[src/rtl/msvr_pkg.sv]
// Package for the motor speed regulator: command codes, register indexes
// and shared widths. No dependencies.
`timescale 1ns / 1ps
package msvr_pkg;
  localparam logic [1:0] CMD_SET    = 2'd0;
  localparam logic [1:0] CMD_RAMP   = 2'd1;
  localparam logic [1:0] CMD_ENABLE = 2'd2;
  localparam logic [1:0] CMD_TICK   = 2'd3;

  localparam logic [2:0] REG_MAX_SPEED  = 3'd0;
  localparam logic [2:0] REG_MIN_SPEED  = 3'd1;
  localparam logic [2:0] REG_IDLE_VOLT  = 3'd2;
  localparam logic [2:0] REG_MSV        = 3'd3;
  localparam logic [2:0] REG_BREAK_VOLT = 3'd4;
  localparam logic [2:0] REG_RAMP_UP    = 3'd5;
  localparam logic [2:0] REG_RAMP_DOWN  = 3'd6;

  localparam int CFG_W = 23;
  localparam int VW    = 24;   // drive level width
  localparam int FW    = 23;   // filter Q15.8 width
  localparam int KP    = 40;
  localparam int KI    = 2;
  localparam int BAND  = 30;

  typedef struct packed {
    logic [14:0] max_speed;
    logic [14:0] min_speed;
    logic [22:0] idle_volt;
    logic [22:0] min_speed_volt;
    logic [22:0] breakaway_volt;
    logic [15:0] ramp_up_step;
    logic [15:0] ramp_down_step;
  } cfg_t;
endpackage

[src/rtl/motor_speed_voltage_regulator.sv]
// Top level of the DC motor speed regulator: command decode, tick sequencer,
// PI update and output register. Depends on msvr_pkg, msvr_serial_mul, msvr_serial_div.
//
//  channel | dir | handshake            | payload
//  s_axis  | in  | s_axis_tvalid/tready | tuser=cmd, tdata=target,ramp,enable,edges
//  m_axis  | out | m_axis_tvalid/tready | tdata=duty,volt,speed,target,written,running
//  cfg     | in  | cfg_we               | cfg_index, cfg_data
//
// Every word ends with the duty conversion: a serial multiply and a serial
// divide. Commands 0..2 and ignored ticks do only that; an enabled tick first
// adds the raw speed and the divide by five, two more divides, and may take
// the PI update as well.
// Reset is synchronous: sequencer, flags, filter, integral and drive clear, config to defaults.
// One word in flight: a new word is taken the cycle after the result is taken.
`timescale 1ns / 1ps
module motor_speed_voltage_regulator #(
  parameter int DUTY_BITS     = 10,
  parameter int FULL_SCALE_UV = 4720000,
  parameter int EDGES_PER_REV = 2,
  parameter int SAMPLE_MS     = 50,
  parameter int INTEGRAL_CAP  = 1000
) (
  input  logic        clk,
  input  logic        rst,
  input  logic        s_axis_tvalid,
  output logic        s_axis_tready,
  input  logic [47:0] s_axis_tdata,  // target_speed, ramp_step, enable_flag, edge_count
  input  logic [1:0]  s_axis_tuser,  // cmd
  output logic        m_axis_tvalid,
  input  logic        m_axis_tready,
  // duty, drive_volt, filtered_speed, active_target, duty_written, running
  output logic [((DUTY_BITS+56+7)/8)*8-1:0] m_axis_tdata,
  input  logic                   cfg_we,
  input  logic [2:0]             cfg_index,
  input  logic [msvr_pkg::CFG_W-1:0] cfg_data
);
  import msvr_pkg::*;
  localparam int OW   = ((DUTY_BITS + 56 + 7) / 8) * 8;
  localparam int MW   = 48;
  localparam int DIVW = SAMPLE_MS * EDGES_PER_REV;
  localparam logic [MW-1:0] TOPD = MW'((64'd1 << DUTY_BITS) - 64'd1);
  localparam int IW   = 17;

  localparam logic [3:0] S_IDLE = 4'd0, S_RAW = 4'd1, S_RAWW = 4'd2, S_FLT = 4'd3,
    S_FLTW = 4'd4, S_RULE = 4'd5, S_PI = 4'd6, S_PI2 = 4'd7, S_MUL = 4'd8,
    S_MULW = 4'd9, S_DUTY = 4'd10, S_DUTYW = 4'd11, S_OUT = 4'd12;

  cfg_t cfg;
  logic [3:0] state;
  logic enabled, motor_running, wrote;
  logic [14:0] target_hold;
  logic [VW-1:0] drive_level;
  logic [FW-1:0] filt;
  logic signed [IW-1:0] isum;
  logic [1:0]  cmd;
  logic [14:0] edges;
  logic signed [15:0] tgt_in, ramp_in;
  logic en_in;
  logic signed [33:0] tu;
  logic signed [IW-1:0] err;

  logic mul_start, mul_done, div_start, div_done;
  logic [MW-1:0] ma, mb, dn, dq;
  logic [95:0] mp;
  logic [MW-1:0] dd;

  msvr_serial_mul #(.AW(MW), .BW(MW)) u_mul (
    .clk, .rst, .start(mul_start), .a(ma), .b(mb), .done(mul_done), .prod(mp));
  msvr_serial_div #(.NW(MW), .DW(MW)) u_div (
    .clk, .rst, .start(div_start), .num(dn), .den(dd), .done(div_done), .quo(dq));

  assign s_axis_tready = (state == S_IDLE) && !m_axis_tvalid;

  always_ff @(posedge clk) begin
    if (rst) begin
      cfg <= '{15'd3000, 15'd200, 23'd1000000, 23'd2000000, 23'd3300000, 16'd1000, 16'd2000};
    end else if (cfg_we) begin
      unique case (cfg_index)
        REG_MAX_SPEED:  cfg.max_speed      <= cfg_data[14:0];
        REG_MIN_SPEED:  cfg.min_speed      <= cfg_data[14:0];
        REG_IDLE_VOLT:  cfg.idle_volt      <= cfg_data;
        REG_MSV:        cfg.min_speed_volt <= cfg_data;
        REG_BREAK_VOLT: cfg.breakaway_volt <= cfg_data;
        REG_RAMP_UP:    cfg.ramp_up_step   <= cfg_data[15:0];
        REG_RAMP_DOWN:  cfg.ramp_down_step <= cfg_data[15:0];
        default: ;
      endcase
    end
  end

  // Registered start pulses for the serial units, set at the edge that loads their operands.
  always_ff @(posedge clk) begin
    if (rst) begin
      mul_start <= 1'b0;
      div_start <= 1'b0;
    end else begin
      mul_start <= (state == S_DUTY);
      div_start <= (state == S_RAW && cmd == CMD_TICK && enabled) ||
                   (state == S_RAWW && div_done) || (state == S_MULW && mul_done);
    end
  end

  // clamp helper results for target commands
  logic signed [17:0] tsel, lim;
  logic [14:0] tclamp;
  always_comb begin
    lim  = 18'(signed'({3'b0, target_hold})) + 18'(ramp_in);
    tsel = (cmd == CMD_RAMP && 18'(tgt_in) > lim) ? lim : 18'(tgt_in);
    if (tsel <= 0) tclamp = '0;
    else if (tsel > 18'(signed'({3'b0, cfg.max_speed}))) tclamp = cfg.max_speed;
    else tclamp = tsel[14:0];
  end

  // rule stage signals (all narrow compares on registered values)
  logic signed [25:0] cur, tq, half, minq;
  logic signed [25:0] uvs, ms, bv;
  logic moves;
  assign cur  = 26'(filt);
  assign tq   = 26'(target_hold) <<< 8;
  assign half = 26'(cfg.min_speed >> 1) <<< 8;
  assign minq = 26'(cfg.min_speed) <<< 8;
  assign uvs  = 26'(drive_level);
  assign ms   = 26'(cfg.min_speed_volt);
  assign bv   = 26'(cfg.breakaway_volt);
  assign moves = cur > half;

  logic signed [15:0] actual;
  always_comb begin
    actual = 16'(target_hold);
    if (target_hold < cfg.min_speed) actual = 16'(cfg.min_speed);
  end

  logic signed [IW-1:0] snew;
  always_comb begin
    snew = isum + err;
    if (snew > IW'(INTEGRAL_CAP)) snew = IW'(INTEGRAL_CAP);
    if (snew < -IW'(INTEGRAL_CAP)) snew = -IW'(INTEGRAL_CAP);
  end

  // PI output clamps: minimum-speed floor, breakaway cap, idle floor
  logic signed [33:0] tclip, idle_s;
  assign idle_s = 34'(signed'({1'b0, cfg.idle_volt}));
  always_comb begin
    tclip = tu;
    if (tu < 34'(ms) && actual <= 16'(cfg.min_speed)) tclip = 34'(ms);
    else if (tu > 34'(bv) && 34'(actual) > 34'(bv)) tclip = 34'(bv);
    else if (tu < idle_s) tclip = idle_s;
  end

  always_ff @(posedge clk) begin
    if (rst) begin
      state <= S_IDLE;
      enabled <= 1'b0;
      motor_running <= 1'b0;
      target_hold <= '0;
      drive_level <= '0;
      filt <= '0;
      isum <= '0;
      m_axis_tvalid <= 1'b0;
      wrote <= 1'b0;
    end else begin
      if (m_axis_tvalid && m_axis_tready) m_axis_tvalid <= 1'b0;
      unique case (state)
        S_IDLE: if (s_axis_tvalid && s_axis_tready) begin
          cmd     <= s_axis_tuser;
          tgt_in  <= s_axis_tdata[15:0];
          ramp_in <= s_axis_tdata[31:16];
          en_in   <= s_axis_tdata[32];
          edges   <= s_axis_tdata[47:33];
          wrote   <= 1'b0;
          state   <= S_RAW;
        end
        S_RAW: begin
          unique case (cmd) inside
            CMD_SET, CMD_RAMP: begin
              target_hold <= tclamp;
              if (tsel > 0) enabled <= 1'b1;
              if (tclamp != 0) motor_running <= 1'b1;
              state <= S_DUTY;
            end
            CMD_ENABLE: begin
              enabled <= en_in;
              state <= S_DUTY;
            end
            default: begin
              if (!enabled) state <= S_DUTY;
              else begin
                // edges * 60000 * 256: a narrow product, then the fixed shift
                dn <= MW'({16'd0, edges} * 31'd60000) << 8;
                dd <= MW'(DIVW);
                state <= S_RAWW;
              end
            end
          endcase
        end
        S_RAWW: if (div_done) begin
          // saturate raw speed, then form 4*old + raw for the divide by five
          dn <= (MW'(filt) << 2) + ((dq > MW'(23'h7FFFFF)) ? MW'(23'h7FFFFF) : dq);
          dd <= MW'(5);
          state <= S_FLTW;
        end
        S_FLTW: if (div_done) begin
          filt <= dq[FW-1:0];
          state <= S_RULE;
        end
        S_RULE: begin
          if (target_hold == 0) begin
            if (motor_running) begin
              drive_level <= VW'(cfg.idle_volt);
              motor_running <= 1'b0;
              wrote <= 1'b1;
            end
            state <= S_DUTY;
          end else if (moves && cur > tq - (BAND <<< 8) && cur < tq + (BAND <<< 8)) begin
            state <= S_DUTY;
          end else begin
            wrote <= 1'b1;
            if (uvs < ms) begin
              drive_level <= VW'((27'(ms) + 27'(bv)) >> 1);
              state <= S_DUTY;
            end else if (target_hold > cfg.min_speed && uvs < bv) begin
              drive_level <= VW'(bv);
              state <= S_DUTY;
            end else if (target_hold <= cfg.min_speed) begin
              if (!moves && uvs < bv) begin
                tu <= 34'(uvs) + 34'(cfg.ramp_up_step);
                state <= S_PI;
              end else if (cur > minq + (BAND <<< 8) && uvs > bv) begin
                tu <= 34'(uvs) - 34'(cfg.ramp_down_step);
                state <= S_PI;
              end else begin
                state <= S_DUTY;
              end
            end else if (cur < tq) begin
              tu <= 34'(uvs) + 34'(cfg.ramp_up_step);
              state <= S_PI;
            end else if (uvs > ms) begin
              tu <= 34'(uvs) - 34'(cfg.ramp_down_step);
              state <= S_PI;
            end else begin
              state <= S_DUTY;
            end
          end
        end
        S_PI: begin
          err <= IW'(actual) - IW'(filt[FW-1:8]);
          state <= S_PI2;
        end
        S_PI2: begin
          isum <= snew;
          tu <= tu + 34'(err) * 34'(KP) + 34'(snew) * 34'(KI);
          state <= S_MUL;
        end
        S_MUL: begin
          if (tclip < 0) drive_level <= '0;
          else if (tclip > 34'sd16777215) drive_level <= '1;
          else drive_level <= tclip[VW-1:0];
          state <= S_DUTY;
        end
        S_DUTY: begin
          ma <= MW'(drive_level);
          mb <= TOPD;
          state <= S_MULW;
        end
        S_MULW: if (mul_done) begin
          dn <= mp[MW-1:0];
          dd <= MW'(FULL_SCALE_UV);
          state <= S_DUTYW;
        end
        S_DUTYW: if (div_done) begin
          m_axis_tdata <= OW'({enabled, wrote, target_hold, filt[FW-1:8], drive_level,
            (drive_level >= VW'(FULL_SCALE_UV)) ? TOPD[DUTY_BITS-1:0] : dq[DUTY_BITS-1:0]});
          m_axis_tvalid <= 1'b1;
          state <= S_IDLE;
        end
        default: state <= S_IDLE;
      endcase
    end
  end

  assert property (@(posedge clk) disable iff (rst) m_axis_tvalid && !m_axis_tready
    |=> m_axis_tvalid) else $error("result dropped while stalled");
  assert property (@(posedge clk) disable iff (rst) s_axis_tready |-> state == S_IDLE)
    else $error("input taken while busy");
  assert property (@(posedge clk) disable iff (rst) isum <= IW'(INTEGRAL_CAP)
    && isum >= -IW'(INTEGRAL_CAP)) else $error("integral out of range");
endmodule

[src/rtl/msvr_serial_div.sv]
// Bit-serial restoring divider, one quotient bit per cycle.
// Depends on msvr_pkg.
`timescale 1ns / 1ps
module msvr_serial_div #(
  parameter int NW = 48,
  parameter int DW = 24
) (
  input  logic          clk,
  input  logic          rst,
  input  logic          start,
  input  logic [NW-1:0] num,
  input  logic [DW-1:0] den,
  output logic          done,
  output logic [NW-1:0] quo
);
  import msvr_pkg::*;
  localparam int CW = $clog2(NW + 1);
  logic [CW-1:0] cnt;
  logic [DW:0]   rem;
  logic [NW-1:0] sh;
  logic [DW-1:0] dreg;
  logic          busy;
  logic [DW:0]   trial;

  assign trial = {rem[DW-1:0], sh[NW-1]};
  assign quo = sh;

  always_ff @(posedge clk) begin
    done <= !rst && !start && busy && (cnt == CW'(1));
  end

  always_ff @(posedge clk) begin
    if (rst) begin
      busy <= 1'b0;
      cnt  <= '0;
    end else if (start) begin
      busy <= 1'b1;
      sh   <= num;
      dreg <= den;
      rem  <= '0;
      cnt  <= CW'(NW);
    end else if (busy) begin
      // shift one numerator bit in, subtract when it fits
      if (trial >= {1'b0, dreg}) begin
        rem <= trial - {1'b0, dreg};
        sh  <= {sh[NW-2:0], 1'b1};
      end else begin
        rem <= trial;
        sh  <= {sh[NW-2:0], 1'b0};
      end
      cnt <= cnt - 1'b1;
      if (cnt == CW'(1)) busy <= 1'b0;
    end
  end
endmodule

[src/rtl/msvr_serial_mul.sv]
// Shift-and-add multiplier, one multiplier bit per cycle.
// Depends on msvr_pkg.
`timescale 1ns / 1ps
module msvr_serial_mul #(
  parameter int AW = 24,
  parameter int BW = 24
) (
  input  logic             clk,
  input  logic             rst,
  input  logic             start,
  input  logic [AW-1:0]    a,
  input  logic [BW-1:0]    b,
  output logic             done,
  output logic [AW+BW-1:0] prod
);
  import msvr_pkg::*;
  localparam int CW = $clog2(BW + 1);
  logic [CW-1:0]    cnt;
  logic [AW+BW-1:0] acc_a;
  logic [BW-1:0]    sb;
  logic             busy;

  always_ff @(posedge clk) begin
    done <= !rst && !start && busy && (cnt == CW'(1));
  end

  always_ff @(posedge clk) begin
    if (rst) begin
      busy <= 1'b0;
      cnt  <= '0;
    end else if (start) begin
      busy  <= 1'b1;
      acc_a <= (AW+BW)'(a);
      sb    <= b;
      prod  <= '0;
      cnt   <= CW'(BW);
    end else if (busy) begin
      if (sb[0]) prod <= prod + acc_a;
      acc_a <= acc_a << 1;
      sb    <= sb >> 1;
      cnt   <= cnt - 1'b1;
      if (cnt == CW'(1)) busy <= 1'b0;
    end
  end
endmodule

[config.mk]
export PLATFORM = sky130hd
export DESIGN_NAME = motor_speed_voltage_regulator
export DESIGN_NICKNAME = d
export VERILOG_FILES = /design/src/rtl/msvr_pkg.sv /design/src/rtl/motor_speed_voltage_regulator.sv /design/src/rtl/msvr_serial_div.sv /design/src/rtl/msvr_serial_mul.sv
export SDC_FILE = /design/constraint.sdc
export NUM_CORES = 2
export LEC_CHECK = 0
export ABC_AREA = 1
export BUFFER_PORTS_ARGS = -buffer_cell sky130_fd_sc_hd__buf_2
export CORE_MARGIN = 2
export CORE_UTILIZATION = 45
export CTS_CLUSTER_SIZE = 8
export DETAILED_ROUTE_END_ITERATION = 10
export PLACE_DENSITY = 0.66
export RECOVER_POWER = 25
export SLEW_MARGIN = 20
export SYNTH_ARGS = -nofsm -noshare
export SYNTH_HDL_FRONTEND = slang
export SYNTH_SLANG_ARGS = --single-unit
[constraint.sdc]
create_clock -name clk -period 10.2 [get_ports clk]
set_input_delay 1.02 -clock clk [delete_from_list [all_inputs] [get_ports clk]]
set_output_delay 1.02 -clock clk [all_outputs]
set_load 0.1 [all_outputs]
==> flow_summary_export.csv <==
group,metric,value,unit
final_layout,postLayoutCoreUtil,0.500,
sta,hold_viol,0,
sta,clock.fmax,130,MHz
power_and_ir_drop,p_leak,0.0254,uW
synth,synth_ff_type,"edfxtp_1",
sta,tns,0,ns
route,routedWlPerCell,19.5,um
sta,post-route-period-util,0.753,
power_and_ir_drop,powerDensity,259,mW/mm^2
clocking,cts_setup_buffers,0,
floorplan,num_io_pins,155,
synth,netlist_area,0.0509,mm^2
placement,place_hpwl,119000,um
clocking,cts_resized,0,
worst_setup_path,cp_common_cell,"nand2_1",
worst_setup_path,r2r_end,"tu[30]",
synth,synth-async-reset-ratio,0,
worst_setup_path,arrival,8.10,ns
clocking,clkLatencyLatePin,0.70,ns
worst_setup_path,cp-startpoint,"err[0]",
synth,ys_types,70,
final_layout,antenna_cells,0,
final_layout,drive_gt1_frac,0.0581,
worst_setup_path,cp-start-kind,"flip-flop",
job,drv_cap,5,
worst_setup_path,crit_end,"tu[30]",
final_layout,final_nets,7276,
clocking,root_buffer,"clkbuf_16",
placement,preCtsSetupSlack,2.64,ns
floorplan,rows,123,
sta,finalCriticalPeriod,7.68,ns
synth,synth_area_per_cell,7.99,um^2
clocking,clock-sinks,684,
grt,antenna_found_initial,12,
worst_setup_path,rrSetupSlack,2.52,ns
grt,grt_first_pass_wirelength,243000,um
sta,rsz0062_at_grt,"false",
route,antenna_left,0,
route,drtIter0Drc,4131,
sta,finClkSkew,0.0421,ns
clocking,cts_tree,"yes",
placement,gp_congestion,0.954,
floorplan,initial_utilization,0.453,
worst_setup_path,slowest_delay,0.48,ns
grt,track_usage,0.268,
clocking,cts_buffer_depth,3,
synth,synth_edf_count,448,
placement,place_area,0.0533,mm^2
grt,grt_pass1_vias,42300,
grt,grt-ovfl-total,0,
synth,ys_ff_latch,684,
power_and_ir_drop,totalPowerFinal,14500,uW
worst_setup_path,required,10.62,ns
route,viasPerCell,5.55,
floorplan,coreArea,0.112,mm^2
sta,relSlewSlack,-1.70,
synth,synth_warnings,0,
power_and_ir_drop,ir_drop,0.000240,V
worst_setup_path,end_kind,"flip-flop",
status,violations,"max-capacitance violations, max-slew violations",
sta,slew_viol_final,274,
sta,worst_slew_pin_slew,4.05,ns
worst_hold_path,hp-class,"reg2reg",
clocking,cts_made_buffers,98,
final_layout,final_cell_area,0.0561,mm^2
route,post-route-drc-count,0,
final_layout,area_growth,10.2,%
grt,grt_max_degree,104,
floorplan,dieArea,0.116,mm^2
floorplan,die_y,340,um
clocking,htree_levels,3,
sta,setup_viol,0,
route,vias,44800,
synth,syn_inst,6371,
route,totalWireLength,158000,um
clocking,cts_hold_buffers,0,
synth,ys_seq_area_frac,0.357,
placement,port_buffers,148,
worst_setup_path,path_class,"reg2reg",
sta,setup_slack,2.52,ns
floorplan,chipWidth,340,um
route,dr.pass1.iters,6,
worst_setup_path,r2r_start,"err[0]",
clocking,clk_pin_slew,0.06,ns
worst_setup_path,reg2reg_depth,36,
worst_setup_path,slowest_stage,"fa_1",
worst_setup_path,cp_max_fo,13,
status,status,"complete, but fails checks",
[Yosys cell counts, types with 6 or more instances]
master | instances | share of area
o31ai_1 | 10 | 0.0015
ha_1 | 587 | 0.14
a21oi_1 | 676 | 0.066
nor2_1 | 497 | 0.037
buf_2 | 18 | 0.0018
buf_6 | 7 | 0.0015
nand4_1 | 113 | 0.014
a211oi_1 | 17 | 0.0025
o21ai_1 | 19 | 0.0019
or2_2 | 31 | 0.0038
a221oi_1 | 9 | 0.0015
xnor2_1 | 44 | 0.0076
a32o_1 | 9 | 0.0018
a21boi_0 | 11 | 0.0016
nand3_1 | 198 | 0.019
o21ai_0 | 527 | 0.052
nor4_1 | 33 | 0.0041
a21o_1 | 21 | 0.0031
o21bai_1 | 16 | 0.0024
edfxtp_1 | 448 | 0.26
a31oi_1 | 45 | 0.0055
o21a_1 | 26 | 0.0038
nand2_1 | 1228 | 0.091
o211ai_1 | 91 | 0.013
o221ai_1 | 26 | 0.0045
dfxtp_1 | 236 | 0.093
inv_1 | 895 | 0.066
buf_4 | 8 | 0.0012
nor3_1 | 73 | 0.0072
fa_1 | 96 | 0.038
clkbuf_1 | 133 | 0.0098
xor2_1 | 122 | 0.021
and3_1 | 6 | 0.00074
nor3b_1 | 9 | 0.0013
clkinv_1 | 6 | 0.00044
[stage by stage]
stage | std cells | hold slack [ns]
detailed placement | 7911 | 0.408
floorplan | 6378 | 0.400
global route | 8075 | 0.442
global placement | 7911 | 0.403
CTS | 8074 | 0.425
finish | 8075 | 0.424
[sequential cells by signal, indices dropped and copies added (netlist names), 34 cells and up]
register,flops
dn,48
u_mul.acc_a,48
tu,34
u_div.rem,48
u_mul.prod,48
cfg,108
m_axis_tdata,66
u_div.quo,48
[cells in the final DEF, fill, tap and decap left out, drive strengths merged, types with 21 or more instances in the layout]
cell / instances
a21o: 21
a21oi: 680
a31oi: 46
buf: 189
clkbuf: 169
dfxtp: 236
edfxtp: 448
fa: 96
ha: 587
inv: 899
nand2: 1234
nand3: 204
nand4: 114
nor2: 502
nor3: 75
nor4: 33
o211ai: 91
o21a: 27
o21ai: 548
o221ai: 26
or2: 33
xnor2: 44
xor2: 123
[layer usage]
metal / global-route usage / wire length, um / up-vias
met2: 0.421 / 69400 / 1555
met1: 0.374 / 71100 / 20900
met3: 0.0415 / 11700 / 283
met4: 0.0947 / 5400 / 6
met5: 0 / 49 / -
li1: - / - / 22000
[power breakdown]
group | leakage (uW) | internal, uW | switching [uW] | total (uW)
logic | 0.0181 | 2620 | 4740 | 7360
clock network | 0.00137 | 1810 | 1290 | 3090
registers | 0.00597 | 3680 | 421 | 4100
total | 0.0254 | 8100 | 6440 | 14500
[critical path, delay by kind of cell (launching register included)]
kind            cells  cell delay, ns
compound gates      9            2.53
xor+xnor            2            0.36
fa+ha+maj           5            1.92
buf+inv             3            0.41
flops               1            0.37
simple gates       17            1.82
[logic make-up after synthesis]
group | count (synthesis) | share of synthesized area
other | 1 | 0.0000737
DFF | 684 | 0.357
AOI/OAI and AO/OA | 1538 | 0.168
xor gates and xnor gates | 167 | 0.0289
and+or+nand+nor | 2221 | 0.183
buffers and inverters | 1077 | 0.0815
adders and majority gates | 683 | 0.182
[how the worst min path moves through the flow]
stage | from | end | slack (ns) | depth (start not counted)
after global placement | dd[19] | u_div.dreg[19] | 0.40 | 0
final | dd[6] | u_div.dreg[6] | 0.42 | 0
after CTS | dd[6] | u_div.dreg[6] | 0.42 | 0
after detailed placement | dd[2] | u_div.dreg[2] | 0.41 | 0
after global routing | dd[2] | u_div.dreg[2] | 0.44 | 0
after floorplan | dd[0] | u_div.dreg[0] | 0.40 | 0
[cell type report]
type | instances | area, um^2
Timing Repair Buffer | 205 | 1120
Sequential cell | 684 | 18200
Multi-Input combinational cell | 4617 | 28700
Clock buffer | 153 | 2710
Tap cell | 1500 | 1880
Clock inverter | 10 | 140
Inverter | 906 | 3400
Fill cell | 10900 | 56200
Power figures use the tool's default switching activity.
